<file path="src/design/incremental_pid_position_balance_assert.svh">
// ----------------------------------------------------------------------------
// Assertion macros for the ball position balancer
// Shorthand for clocked assertions that are disabled while reset is held.
// ----------------------------------------------------------------------------
`ifndef INCREMENTAL_PID_POSITION_BALANCE_ASSERT_SVH
`define INCREMENTAL_PID_POSITION_BALANCE_ASSERT_SVH

// The consequent must hold in the same cycle as the antecedent.
`define IPPB_ASSERT_NOW(lbl, ante, cons, msg) \
  lbl: assert property (@(posedge clk) disable iff (!rst_n) (ante) |-> (cons)) \
    else $error(msg);

// The consequent must hold in the cycle after the antecedent.
`define IPPB_ASSERT_NEXT(lbl, ante, cons, msg) \
  lbl: assert property (@(posedge clk) disable iff (!rst_n) (ante) |=> (cons)) \
    else $error(msg);

`endif

</file>
<file path="src/design/ippb_pkg.sv">
// ----------------------------------------------------------------------------
// ippb_pkg
// Shared types and codes for the incremental PID ball position balancer.
// ----------------------------------------------------------------------------
package ippb_pkg;

  // Command issued with each tick's result.
  typedef enum logic [1:0] {
    CMD_NONE = 2'd0,
    CMD_SET  = 2'd1,
    CMD_STOP = 2'd2
  } cmd_t;

  // Configuration register indexes.
  typedef enum logic [2:0] {
    REG_GAIN_P          = 3'd0,
    REG_GAIN_I          = 3'd1,
    REG_GAIN_D          = 3'd2,
    REG_TARGET_POSITION = 3'd3,
    REG_DEADBAND        = 3'd4,
    REG_DELTA_MAX       = 3'd5,
    REG_DELTA_MIN       = 3'd6
  } reg_idx_t;

  localparam int unsigned CfgIdxW  = 3;
  localparam int unsigned CfgDataW = 16;

  // Configuration register file contents.
  typedef struct packed {
    logic [15:0]        gain_p;
    logic [15:0]        gain_i;
    logic [15:0]        gain_d;
    logic signed [15:0] target_position;
    logic [14:0]        deadband;
    logic [14:0]        delta_max;
    logic signed [15:0] delta_min;
  } ippb_cfg_t;

  // Per-tick control that travels with the item down the pipeline.
  typedef struct packed {
    cmd_t               cmd;
    logic               move;
    logic               settled;
    logic signed [15:0] motor;
  } ippb_ctl_t;

  // Error stage result: the three PID error terms.
  typedef struct packed {
    ippb_ctl_t          ctl;
    logic signed [16:0] e_now;
    logic signed [17:0] e_diff1;
    logic signed [18:0] e_diff2;
  } ippb_err_t;

  // Multiply stage result: the three gain products in Q.16.
  typedef struct packed {
    ippb_ctl_t          ctl;
    logic signed [34:0] prod_p;
    logic signed [33:0] prod_i;
    logic signed [35:0] prod_d;
  } ippb_prod_t;

  // Delta stage result: clamped whole-step change.
  typedef struct packed {
    ippb_ctl_t          ctl;
    logic signed [15:0] delta;
  } ippb_dlt_t;

endpackage

</file>
<file path="src/design/incremental_pid_position_balance.sv">
// ----------------------------------------------------------------------------
// incremental_pid_position_balance
// Incremental PID ball position balancer with deadband and frame-loss stop.
// ----------------------------------------------------------------------------
// Each input beat is one control tick and yields exactly one result beat. The
// block takes a new beat every clock cycle unless result back-pressure stalls
// it; a result crosses the four register stages (error terms, gain products,
// clamped delta, step target). Stages move independently, so input beats are
// still taken while a result waits, until the four stages are full. The step
// target feedback closes inside the last stage, so back-to-back ticks see each
// other's updates. Configuration writes are meant for idle periods only.
`include "incremental_pid_position_balance_assert.svh"

module incremental_pid_position_balance import ippb_pkg::*; #(
  parameter int STEP_LIMIT_MAX = 3200,
  parameter int STEP_LIMIT_MIN = -3200,
  parameter int SETTLE_LIMIT   = 20,
  parameter int LOSS_LIMIT     = 12
) (
  input  logic                clk,
  input  logic                rst_n,
  // Configuration write port.
  input  logic                cfg_we,
  input  logic [CfgIdxW-1:0]  cfg_index,
  input  logic [CfgDataW-1:0] cfg_data,
  // Input stream.
  input  logic                in_tvalid,
  output logic                in_tready,
  input  logic [31:0]         in_tdata,   // [15:0] ball_position, [31:16] motor_position
  input  logic                in_tuser,   // [0] frame_ok
  // Result stream.
  output logic                out_tvalid,
  input  logic                out_tready,
  output logic [23:0]         out_tdata,  // [15:0] step_target, [16] settled, rest zero
  output logic [1:0]          out_tuser   // [1:0] command
);

  ippb_cfg_t          cfg_r;
  logic               settle_clr;
  logic               s1_vld, s1_rdy;
  ippb_err_t          s1_pl;
  logic               s2_vld, s2_rdy;
  ippb_prod_t         s2_pl;
  logic               s3_vld, s3_rdy;
  ippb_dlt_t          s3_pl;
  cmd_t               res_cmd;
  logic signed [15:0] res_target;
  logic               res_settled;

  // Configuration registers.
  always_ff @(posedge clk) begin
    if (!rst_n) begin
      cfg_r.gain_p          <= '0;
      cfg_r.gain_i          <= '0;
      cfg_r.gain_d          <= '0;
      cfg_r.target_position <= 16'sd6400;
      cfg_r.deadband        <= 15'd256;
      cfg_r.delta_max       <= 15'd100;
      cfg_r.delta_min       <= -16'sd100;
    end else if (cfg_we) begin
      unique case (cfg_index)
        REG_GAIN_P:          cfg_r.gain_p          <= cfg_data;
        REG_GAIN_I:          cfg_r.gain_i          <= cfg_data;
        REG_GAIN_D:          cfg_r.gain_d          <= cfg_data;
        REG_TARGET_POSITION: cfg_r.target_position <= $signed(cfg_data);
        REG_DEADBAND:        cfg_r.deadband        <= cfg_data[14:0];
        REG_DELTA_MAX:       cfg_r.delta_max       <= cfg_data[14:0];
        REG_DELTA_MIN:       cfg_r.delta_min       <= $signed(cfg_data);
        default: begin
        end
      endcase
    end
  end

  // A new setpoint restarts the settle count.
  assign settle_clr = cfg_we && (cfg_index == REG_TARGET_POSITION);

  ippb_err #(
    .SETTLE_LIMIT (SETTLE_LIMIT),
    .LOSS_LIMIT   (LOSS_LIMIT)
  ) u_err (
    .clk            (clk),
    .rst_n          (rst_n),
    .cfg            (cfg_r),
    .settle_clr     (settle_clr),
    .up_vld         (in_tvalid),
    .up_rdy         (in_tready),
    .frame_ok       (in_tuser),
    .ball_position  ($signed(in_tdata[15:0])),
    .motor_position ($signed(in_tdata[31:16])),
    .dn_vld         (s1_vld),
    .dn_rdy         (s1_rdy),
    .dn_pl          (s1_pl)
  );

  ippb_mul u_mul (
    .clk    (clk),
    .rst_n  (rst_n),
    .cfg    (cfg_r),
    .up_vld (s1_vld),
    .up_rdy (s1_rdy),
    .up_pl  (s1_pl),
    .dn_vld (s2_vld),
    .dn_rdy (s2_rdy),
    .dn_pl  (s2_pl)
  );

  ippb_dlt u_dlt (
    .clk    (clk),
    .rst_n  (rst_n),
    .cfg    (cfg_r),
    .up_vld (s2_vld),
    .up_rdy (s2_rdy),
    .up_pl  (s2_pl),
    .dn_vld (s3_vld),
    .dn_rdy (s3_rdy),
    .dn_pl  (s3_pl)
  );

  ippb_acc #(
    .STEP_LIMIT_MAX (STEP_LIMIT_MAX),
    .STEP_LIMIT_MIN (STEP_LIMIT_MIN)
  ) u_acc (
    .clk         (clk),
    .rst_n       (rst_n),
    .up_vld      (s3_vld),
    .up_rdy      (s3_rdy),
    .up_pl       (s3_pl),
    .out_vld     (out_tvalid),
    .out_rdy     (out_tready),
    .out_cmd     (res_cmd),
    .out_target  (res_target),
    .out_settled (res_settled)
  );

  // Result beat packing.
  assign out_tdata = {7'd0, res_settled, res_target};
  assign out_tuser = res_cmd;

  // Checks on pipeline occupancy and the delta clamp.
  `IPPB_ASSERT_NEXT(a_in_enters, in_tvalid && in_tready, s1_vld,
                    "accepted beat did not reach the error stage")
  `IPPB_ASSERT_NEXT(a_s1_holds, s1_vld && !s1_rdy, s1_vld && $stable(s1_pl),
                    "error stage lost or changed a stalled item")
  `IPPB_ASSERT_NOW(a_delta_bound,
                   s3_vld && (cfg_r.delta_min <= $signed({1'b0, cfg_r.delta_max})),
                   (s3_pl.delta <= $signed({1'b0, cfg_r.delta_max})) &&
                   (s3_pl.delta >= cfg_r.delta_min),
                   "clamped delta outside its bounds")

endmodule

</file>
<file path="src/design/ippb_err.sv">
// ----------------------------------------------------------------------------
// ippb_err
// Error stage: forms the position error, runs the loss and settle counters,
// keeps the error history and registers the PID error terms.
// ----------------------------------------------------------------------------
module ippb_err import ippb_pkg::*; #(
  parameter int SETTLE_LIMIT = 20,
  parameter int LOSS_LIMIT   = 12
) (
  input  logic               clk,
  input  logic               rst_n,
  input  ippb_cfg_t          cfg,
  input  logic               settle_clr,
  input  logic               up_vld,
  output logic               up_rdy,
  input  logic               frame_ok,
  input  logic signed [15:0] ball_position,
  input  logic signed [15:0] motor_position,
  output logic               dn_vld,
  input  logic               dn_rdy,
  output ippb_err_t          dn_pl
);

  localparam logic [3:0] LossLim   = 4'(LOSS_LIMIT);
  localparam logic [7:0] SettleLim = 8'(SETTLE_LIMIT);

  logic               vld_r;
  ippb_err_t          pl_r, pl_nxt;
  logic signed [16:0] e_now_r, e_now_nxt;
  logic signed [16:0] e_last_r, e_last_nxt;
  logic [3:0]         lost_r, lost_nxt;
  logic [7:0]         settle_r, settle_nxt;
  logic signed [16:0] err;
  logic [16:0]        mag;
  logic               in_band;
  logic               fire;

  assign up_rdy = !vld_r || dn_rdy;
  assign fire   = up_vld && up_rdy;
  assign dn_vld = vld_r;
  assign dn_pl  = pl_r;

  // Error against the setpoint and its magnitude.
  assign err     = 17'(cfg.target_position) - 17'(ball_position);
  assign mag     = err[16] ? 17'(-err) : 17'(err);
  assign in_band = mag < {2'b00, cfg.deadband};

  // Tick decision and state update. The error before last is only ever
  // needed as the current last error, so it is not stored separately.
  always_comb begin
    e_now_nxt  = e_now_r;
    e_last_nxt = e_last_r;
    lost_nxt   = lost_r;
    settle_nxt = settle_r;
    pl_nxt.ctl.cmd   = CMD_NONE;
    pl_nxt.ctl.move  = 1'b0;
    pl_nxt.ctl.motor = motor_position;
    if (!frame_ok) begin
      lost_nxt = (lost_r == 4'hF) ? lost_r : lost_r + 4'd1;
      if (lost_nxt >= LossLim) begin
        pl_nxt.ctl.cmd = CMD_STOP;
      end
    end else begin
      lost_nxt       = '0;
      pl_nxt.ctl.cmd = CMD_SET;
      if (in_band) begin
        settle_nxt = (settle_r == 8'hFF) ? settle_r : settle_r + 8'd1;
      end else begin
        e_last_nxt      = e_now_r;
        e_now_nxt       = err;
        settle_nxt      = '0;
        pl_nxt.ctl.move = 1'b1;
      end
    end
    pl_nxt.ctl.settled = settle_nxt >= SettleLim;
    // Terms use the shifted history; they only matter on a move.
    pl_nxt.e_now   = err;
    pl_nxt.e_diff1 = 18'(err) - 18'(e_now_r);
    pl_nxt.e_diff2 = 19'(err) - (19'(e_now_r) <<< 1) + 19'(e_last_r);
  end

  // Control state and history registers.
  always_ff @(posedge clk) begin
    if (!rst_n) begin
      vld_r    <= 1'b0;
      e_now_r  <= '0;
      e_last_r <= '0;
      lost_r   <= '0;
      settle_r <= '0;
    end else begin
      if (up_rdy) begin
        vld_r <= up_vld;
      end
      if (fire) begin
        e_now_r  <= e_now_nxt;
        e_last_r <= e_last_nxt;
        lost_r   <= lost_nxt;
        settle_r <= settle_nxt;
      end else if (settle_clr) begin
        settle_r <= '0;
      end
    end
  end

  // Payload register.
  always_ff @(posedge clk) begin
    if (fire) begin
      pl_r <= pl_nxt;
    end
  end

endmodule

</file>
<file path="src/design/ippb_mul.sv">
// ----------------------------------------------------------------------------
// ippb_mul
// Multiply stage: the three gains times their error terms, registered.
// ----------------------------------------------------------------------------
module ippb_mul import ippb_pkg::*; (
  input  logic       clk,
  input  logic       rst_n,
  input  ippb_cfg_t  cfg,
  input  logic       up_vld,
  output logic       up_rdy,
  input  ippb_err_t  up_pl,
  output logic       dn_vld,
  input  logic       dn_rdy,
  output ippb_prod_t dn_pl
);

  logic       vld_r;
  ippb_prod_t pl_r, pl_nxt;
  logic       fire;

  assign up_rdy = !vld_r || dn_rdy;
  assign fire   = up_vld && up_rdy;
  assign dn_vld = vld_r;
  assign dn_pl  = pl_r;

  // Unsigned Q0.16 gains enter the products with a zero sign bit.
  always_comb begin
    pl_nxt.ctl    = up_pl.ctl;
    pl_nxt.prod_p = $signed({1'b0, cfg.gain_p}) * up_pl.e_diff1;
    pl_nxt.prod_i = $signed({1'b0, cfg.gain_i}) * up_pl.e_now;
    pl_nxt.prod_d = $signed({1'b0, cfg.gain_d}) * up_pl.e_diff2;
  end

  // Stage valid.
  always_ff @(posedge clk) begin
    if (!rst_n) begin
      vld_r <= 1'b0;
    end else if (up_rdy) begin
      vld_r <= up_vld;
    end
  end

  // Product registers.
  always_ff @(posedge clk) begin
    if (fire) begin
      pl_r <= pl_nxt;
    end
  end

endmodule

</file>
<file path="src/design/ippb_dlt.sv">
// ----------------------------------------------------------------------------
// ippb_dlt
// Delta stage: sums the products, truncates toward zero to whole steps and
// clamps the change to the configured bounds.
// ----------------------------------------------------------------------------
module ippb_dlt import ippb_pkg::*; (
  input  logic       clk,
  input  logic       rst_n,
  input  ippb_cfg_t  cfg,
  input  logic       up_vld,
  output logic       up_rdy,
  input  ippb_prod_t up_pl,
  output logic       dn_vld,
  input  logic       dn_rdy,
  output ippb_dlt_t  dn_pl
);

  logic               vld_r;
  ippb_dlt_t          pl_r, pl_nxt;
  logic               fire;
  logic signed [37:0] sum;
  logic signed [37:0] biased;
  logic signed [21:0] quot;
  logic signed [21:0] dmax;
  logic signed [21:0] dmin;
  logic signed [21:0] clip_hi;
  logic signed [21:0] clip_lo;

  assign up_rdy = !vld_r || dn_rdy;
  assign fire   = up_vld && up_rdy;
  assign dn_vld = vld_r;
  assign dn_pl  = pl_r;

  // Exact sum, then divide by 65536 rounding toward zero.
  assign sum    = 38'(up_pl.prod_p) + 38'(up_pl.prod_i) + 38'(up_pl.prod_d);
  assign biased = sum + (sum[37] ? 38'sd65535 : 38'sd0);
  assign quot   = biased[37:16];

  // Upper bound first, then the lower bound, which wins when they cross.
  assign dmax    = $signed({7'd0, cfg.delta_max});
  assign dmin    = 22'(cfg.delta_min);
  assign clip_hi = (quot > dmax) ? dmax : quot;
  assign clip_lo = (clip_hi < dmin) ? dmin : clip_hi;

  always_comb begin
    pl_nxt.ctl   = up_pl.ctl;
    pl_nxt.delta = clip_lo[15:0];
  end

  // Stage valid.
  always_ff @(posedge clk) begin
    if (!rst_n) begin
      vld_r <= 1'b0;
    end else if (up_rdy) begin
      vld_r <= up_vld;
    end
  end

  // Delta register.
  always_ff @(posedge clk) begin
    if (fire) begin
      pl_r <= pl_nxt;
    end
  end

endmodule

</file>
<file path="src/design/ippb_acc.sv">
// ----------------------------------------------------------------------------
// ippb_acc
// Target stage: applies the delta to the step target within the soft limits,
// or loads the motor position on a stop, and holds the result beat.
// ----------------------------------------------------------------------------
module ippb_acc import ippb_pkg::*; #(
  parameter int STEP_LIMIT_MAX = 3200,
  parameter int STEP_LIMIT_MIN = -3200
) (
  input  logic               clk,
  input  logic               rst_n,
  input  logic               up_vld,
  output logic               up_rdy,
  input  ippb_dlt_t          up_pl,
  output logic               out_vld,
  input  logic               out_rdy,
  output cmd_t               out_cmd,
  output logic signed [15:0] out_target,
  output logic               out_settled
);

  localparam logic signed [16:0] LimMax = 17'(STEP_LIMIT_MAX);
  localparam logic signed [16:0] LimMin = 17'(STEP_LIMIT_MIN);

  logic               vld_r;
  cmd_t               cmd_r;
  logic               settled_r;
  logic signed [15:0] target_r, target_nxt;
  logic signed [16:0] sum;
  logic signed [16:0] clip_hi;
  logic signed [16:0] clip_lo;
  logic               fire;

  assign up_rdy      = !vld_r || out_rdy;
  assign fire        = up_vld && up_rdy;
  assign out_vld     = vld_r;
  assign out_cmd     = cmd_r;
  assign out_target  = target_r;
  assign out_settled = settled_r;

  // New target, clamped to the soft limits.
  assign sum     = 17'(target_r) + 17'(up_pl.delta);
  assign clip_hi = (sum > LimMax) ? LimMax : sum;
  assign clip_lo = (clip_hi < LimMin) ? LimMin : clip_hi;

  always_comb begin
    target_nxt = target_r;
    case (up_pl.ctl.cmd)
      CMD_STOP: begin
        target_nxt = up_pl.ctl.motor;
      end
      CMD_SET: begin
        if (up_pl.ctl.move) begin
          target_nxt = clip_lo[15:0];
        end
      end
      default: begin
        target_nxt = target_r;
      end
    endcase
  end

  // Step target state doubles as the result register.
  always_ff @(posedge clk) begin
    if (!rst_n) begin
      vld_r    <= 1'b0;
      target_r <= '0;
    end else begin
      if (up_rdy) begin
        vld_r <= up_vld;
      end
      if (fire) begin
        target_r <= target_nxt;
      end
    end
  end

  // Result payload.
  always_ff @(posedge clk) begin
    if (fire) begin
      cmd_r     <= up_pl.ctl.cmd;
      settled_r <= up_pl.ctl.settled;
    end
  end

endmodule

</file>
<file path="config.mk">
export PLATFORM = sky130hd
export DESIGN_NAME = incremental_pid_position_balance
export DESIGN_NICKNAME = d
export VERILOG_FILES = /design/src/design/ippb_pkg.sv /design/src/design/incremental_pid_position_balance.sv /design/src/design/ippb_err.sv /design/src/design/ippb_mul.sv /design/src/design/ippb_dlt.sv /design/src/design/ippb_acc.sv
export VERILOG_INCLUDE_DIRS = /design/src /design/src/design
export SDC_FILE = /design/constraint.sdc
export NUM_CORES = 2
export LEC_CHECK = 0
export BUFFER_PORTS_ARGS = -buffer_cell sky130_fd_sc_hd__buf_2
export CORE_ASPECT_RATIO = 1.25
export CORE_UTILIZATION = 66
export CTS_CLUSTER_SIZE = 12
export DETAILED_ROUTE_END_ITERATION = 10
export PLACE_DENSITY = 0.9
export SLEW_MARGIN = 20
export SYNTH_ARGS = -nofsm -noshare
export SYNTH_HDL_FRONTEND = slang
export SYNTH_SLANG_ARGS = --single-unit
</file>
<file path="constraint.sdc">
create_clock -name clk -period 12 [get_ports clk]
set_input_delay 0.6 -clock clk [delete_from_list [all_inputs] [get_ports clk]]
set_output_delay 0.6 -clock clk [all_outputs]
set_load 0.02 [all_outputs]
</file>
After elaboration in Yosys (flattened, before gate mapping)
Cells that the tools add are included.
{ "classes": {"n_eq_ne": 11, "mux": 17, "magnitude_cmp": 7, "n_reduce_logical": 25, "bitwise_logic": 1, "mul": 3, "add_sub_neg": 11} }
{ "op_table": {"columns": ["op", "n"], "rows": [
  ["$mux 16", 4],
  ["$mux 8", 5],
  ["$add 38x38->38", 1],
  ["$add 36x36->37", 1],
  ["$add 35x34->36", 1],
  ["$mul 17x19->36", 1],
  ["$mul 17x18->35", 1],
  ["$mul 17x17->34", 1],
  ["$mux 17", 2],
  ["$pmux 16 s2", 1],
  ["$gt 22x16->1", 1],
  ["$lt 22x16->1", 1],
  ["$mux 22", 1],
  ["$add 19x17->19", 1],
  ["$sub 17x18->19", 1],
  ["$sub 17x17->18", 1],
  ["$add 16x16->17", 1],
  ["$gt 17x13->1 const B", 1],
  ["$lt 17x13->1 const B", 1],
  ["$lt 17x15->1", 1],
  ["$neg 17->17", 1],
  ["$sub 16x16->17", 1],
  ["$reduce_and 2->1", 7],
  ["$eq 3x3->1 const B", 3],
  ["other kinds (21)", 35]
]} }
{ "totals": {"input_bits": 57, "elab_cells": 112, "output_inout_bits": 28, "ff_bits": 414} }

Depth between registers and ports, before layout
{ "logic_depth": {"depth_word": 8, "ltp_mapped": 53, "mapped_depth_nobuf": 50} }

Cells and area by module
Synthesis repeated with hierarchy kept, for this count alone.
{ "hier_totals": {"hier_cells": 5989, "hier_area_um2": 56688.1} }
{ "modules_own_cells": {"columns": ["mod", "seq_area_each_um2", "cells_each", "area_each_um2", "instances"], "rows": [
  ["ippb_mul", 3773.6, 3806, 35998.3, 1],
  ["ippb_err", 3163.0, 867, 8329.2, 1],
  ["ippb_dlt", 1101.1, 698, 6404.9, 1],
  ["incremental_pid_position_balance", 2202.1, 408, 4207.8, 1],
  ["ippb_acc", 430.4, 210, 1747.9, 1]
]} }

Least setup slack after synthesis
Ideal clock, no wire load.
{ "synth_timing": {"path_type": "reg-to-reg", "start": "reg u_mul.pl_r (netlist bit u_mul.dn_pl[10])", "end": "reg u_dlt.pl_r (netlist bit u_dlt.dn_pl[10]) (data pin)", "required_ns": 11.740, "period_less_slack_ns": 9.874, "setup_ns": 0.260, "t_arrival_ns": 9.614, "path_stages_with_launch": 49, "path_buffers": 3, "setup_slack_ns": 2.126, "cell_sequence": "edfxtp_1 -> fa_1 -> ha_1 -> buf_2 -> and4_1 -> and4_1 -> a31oi_4 -> a211oi_2 -> a21oi_2 -> xnor2_1 -> inv_1 -> ha_1 -> a21o_1 -> a21oi_1 -> nor2_1 -> a211oi_1 -> a41oi_1 -> a311o_1 -> [... 13 more ...] -> nor2_1 -> buf_2 -> mux2_2 -> ha_1 -> a21o_1 -> a21o_1 -> a21o_1 -> a21oi_1 -> nor2b_1 -> o21ai_0 -> nand2b_1 -> a21oi_1 -> o21ai_0 -> a21oi_1 -> and3_1 -> a31oi_4 -> buf_12 -> mux2_4"} }
{ "synth_between": {"elab_chain_cells": 7} }
{ "synth_rtl": {"columns": ["element", "line_no", "source"], "rows": [
  ["start: declaration", "ippb_mul.sv:18", "ippb_prod_t pl_r, pl_nxt;"],
  ["start signal: assignment", "ippb_mul.sv:46", "pl_r <= pl_nxt;"],
  ["$add 36x36->37 *", "ippb_dlt.sv:35", "assign sum = 38'(up_pl.prod_p) + 38'(up_pl.prod_i) + 38'(up_pl.prod_d);"],
  ["$mux 16", "ippb_dlt.sv:36", "assign biased = sum + (sum[37] ? 38'sd65535 : 38'sd0);"],
  ["$add 38x38->38 *", "ippb_dlt.sv:36", null],
  ["$gt 22x16->1", "ippb_dlt.sv:42", "assign clip_hi = (quot > dmax) ? dmax : quot;"],
  ["$mux 22 *", "ippb_dlt.sv:42", null],
  ["$lt 22x16->1", "ippb_dlt.sv:43", "assign clip_lo = (clip_hi < dmin) ? dmin : clip_hi;"],
  ["$mux 16 *", "ippb_dlt.sv:43", null],
  ["named net u_dlt.clip_lo[10]", "ippb_dlt.sv:27", "logic signed [21:0] clip_lo;"],
  ["end signal: assignment", "ippb_dlt.sv:62", "pl_r <= pl_nxt;"],
  ["end: declaration", "ippb_dlt.sv:19", "ippb_dlt_t pl_r, pl_nxt;"]
]} }
Mark *: on every way through the listed nets, which the timed path passes. The rest lies on a longest branch.
A chain may end at the register's enable or synchronous reset.

Final worst setup path
{ "layout_timing": {"start": "reg u_mul.pl_r (netlist bit u_mul.dn_pl[46])", "end": "reg u_dlt.pl_r (netlist bit u_dlt.dn_pl[8]) (data pin)"} }
{ "layout_between": {"elab_chain_cells": 8} }
{ "layout_rtl": {"columns": ["element", "line_no"], "rows": [
  ["$add 35x34->36 *", "ippb_dlt.sv:35"],
  ["$add 36x36->37 *", "ippb_dlt.sv:35"],
  ["$mux 16", "ippb_dlt.sv:36"],
  ["$add 38x38->38 *", "ippb_dlt.sv:36"],
  ["$gt 22x16->1", "ippb_dlt.sv:42"],
  ["$mux 22 *", "ippb_dlt.sv:42"],
  ["$lt 22x16->1", "ippb_dlt.sv:43"],
  ["$mux 16 *", "ippb_dlt.sv:43"],
  ["named net u_dlt.clip_lo[8]", "ippb_dlt.sv:27"]
]} }
Marked as above.

==> metrics.yaml <==
fin_util_pct: 70.3
path_clk_slew_ns: 0.06
critPathMostFrequentCell: "a21o_1"
track_usage_pct: 36.3
cp_data_arrival_time_ns: 11.05
hold_viol: 0
pin_count: 85
fill_cells: 5620
wirelength_um: 146000
seq_area_frac_synth_pct: 19.8
peakVddDrop_uv: 105
final_common_cell: "inv_1"
ant_nets: 0
pre_cts_ws_ns: 1.35
power.total_w: 0.00672
min_path_type: "primary input to flop"
gp_congestion: 0.996
fin_crit_sh_pct: 89.3
cts_sinks: 414
finClkSkew_ns: 0.0311
drt_pass1_iterations: 6
cts_buffers: 44
ctsResizeCount: 0
start_util_pct: 67.0
drive_above_1_share_pct: 4.31
grt_max_degree: 86
slew_headroom_pct: 19.8
die_h_um: 321
critPathMaxFanout: 16
antenna_found_initial: 7
slowest_stage: "fa_1"
drtIter0Drc: 3142
fin_nets: 7085
rsz0062_at_grt: "no"
setup_viol: 0
cts-root-buf: "clkbuf_16"
yosysWarningCount: 0
syn_inst: 5730
num_vias: 40900
async_reset_ff_share_pct: 0
overflow: 0
clock_path_buffers: 3
ys_ff_latch: 414
worst_pin_slew_ns: 1.20
grt_pass1_wl_um: 231000
stdcell_count: 6790
powerDensity_mw_per_mm2: 119
maxSlewViolCount: 0
syn_avg_cell_area_um2: 9.40
h-tree-depth: 2
syn_to_final_growth_pct: 4.90
fin_ws_ns: 1.29
hold_buffers: 0
fmax_mhz: 93.4
dp.final_hpwl_um: 113000
post_cts_buffers: 0
grt_pass1_vias: 43900
startpoint_type: "flop"
mostFrequentLayoutCells: "1085 x inv_1, 866 x fa_1, 823 x nand2_1"
die-area_mm2: 0.0828
netlist_area_mm2: 0.0539
timing.setup.tns_ns: 0
end_kind: "flop"
run_status: "completed"
synth_cell_type_count: 88
placedCellCount: 6708
via_per_inst: 6.03
worst_skew_pair.late_latency_ns: 0.60
cp.required_ns: 12.34
synth_edf_count: 238
fp.dieW_um: 258
drcViolationCount: 0
cts_tree: "yes"
synthFlopType: "edfxtp_1"
max_stage_delay_ns: 0.49
fp-row-count: 116
crit_type: "flop to flop"
wl_per_cell_um: 21.4
port_buffers: 77
fin_crit_ns: 10.71
maxCapViolCount: 0
p_leak_nw: 26.2
core-area_mm2: 0.0804
==> state kept, by name, summed over array words and instances (netlist names), 2 cells and up <==
register,cells
u_err.e_now_r,17
u_mul.dn_pl,125
cfg_r,110
u_dlt.dn_pl,36
u_acc.out_cmd,2
u_acc.out_target,16
u_err.dn_pl,74
u_err.e_last_r,17
u_err.settle_r,8
u_err.lost_r,4
==> critical path: cells and delay by family (launching register included) <==
kind / cells / cell delay (ns)
adder cells (fa/ha/maj): 5 / 1.93
AO/OA/AOI/OAI: 26 / 4.99
flip-flops: 1 / 0.40
AND/OR/NAND/NOR: 9 / 1.39
buffers and inverters: 3 / 0.55
XOR/XNOR: 2 / 0.48
multiplexers: 2 / 0.71
==> where the power goes <==
part | internal, W | switching (W)
combinational | 0.00132 | 0.00201
sequential | 0.00171 | 0.000329
clock | 0.000760 | 0.000595
==> cell families after synthesis <==
group | Yosys count | share of synthesized area [%]
AND/OR/NAND/NOR | 1732 | 15.3
adder cells (fa/ha/maj) | 1336 | 43.1
buffers and inverters | 1291 | 9.11
AO/OA/AOI/OAI | 701 | 8.24
flip-flops | 414 | 19.8
XOR/XNOR | 188 | 3.06
multiplexers | 67 | 1.39
other | 1 | 0.00696
==> synthesized netlist by cell type, types with 9 or more instances <==
cell | number | area [um2]
o21bai_1 | 19 | 143
nor3_1 | 54 | 270
a211oi_1 | 27 | 203
a21boi_0 | 20 | 150
nor2b_1 | 39 | 244
nand2_1 | 823 | 3090
ha_1 | 470 | 5880
nand2b_1 | 58 | 363
mux2_4 | 10 | 150
a31oi_1 | 15 | 93.8
nor4_1 | 11 | 68.8
fa_1 | 866 | 17300
xnor2_1 | 140 | 1230
dfxtp_1 | 176 | 3520
mux2_2 | 21 | 236
inv_1 | 1086 | 4080
clkbuf_1 | 184 | 691
or2_2 | 9 | 56.3
nor3b_1 | 9 | 67.6
nand3_1 | 53 | 265
nor2_1 | 198 | 743
nand4_1 | 21 | 131
o21ai_0 | 120 | 601
or3_1 | 20 | 125
edfxtp_1 | 238 | 7150
o21a_1 | 42 | 315
mux2i_1 | 36 | 360
a21o_1 | 58 | 435
xor2_1 | 48 | 420
and2_1 | 382 | 2390
and3_1 | 22 | 138
a21oi_1 | 269 | 1350
o211ai_1 | 27 | 203
==> routing by layer <==
metal / global-route usage, % / part of all wire (%) / up-vias
met5: 0 / 0.078 / -
met4: 27.8 / 9.1 / 16
met3: 6.86 / 8.7 / 677
met2: 62.1 / 49 / 1957
met1: 39.9 / 33 / 20300
li1: - / - / 17900
==> per-stage QoR <==
step / instance area, um2 / hold slack [ns]
2_1_floorplan: 53900 / 0.400
3_3_place_gp: 55100 / 0.401
3_5_place_dp: 55100 / 0.405
4_1_cts: 56500 / 0.158
5_1_grt: 56500 / 0.165
6_report: 56500 / 0.185
==> worst paths after layout <==
kind | slack, ns | depth (start not counted) | from | end
setup reg to reg | 1.29 | 47 | u_mul.dn_pl[46] | u_dlt.dn_pl[8]
hold reg to reg | 0.42 | 0 | u_mul.dn_pl[114] | u_dlt.dn_pl[25]
hold / removal | 0.18 | 1 | in_tdata[21] | u_err.dn_pl[59]
setup / recovery | 1.29 | 47 | u_mul.dn_pl[46] | u_dlt.dn_pl[8]
==> area by class of cell <==
class / count / area, um2 / area share [%]
Antenna cell: 1 / 2.50 / 0.00443
Clock buffer: 71 / 1320 / 2.34
Clock inverter: 10 / 80.1 / 0.142
Inverter: 1087 / 4080 / 7.23
Multi-Input combinational cell: 4031 / 38400 / 67.9
Sequential cell: 414 / 10700 / 18.9
Tap cell: 1062 / 1330 / 2.35
Timing Repair Buffer: 114 / 663 / 1.17
No activity file was read; power rests on OpenSTA's default activity.
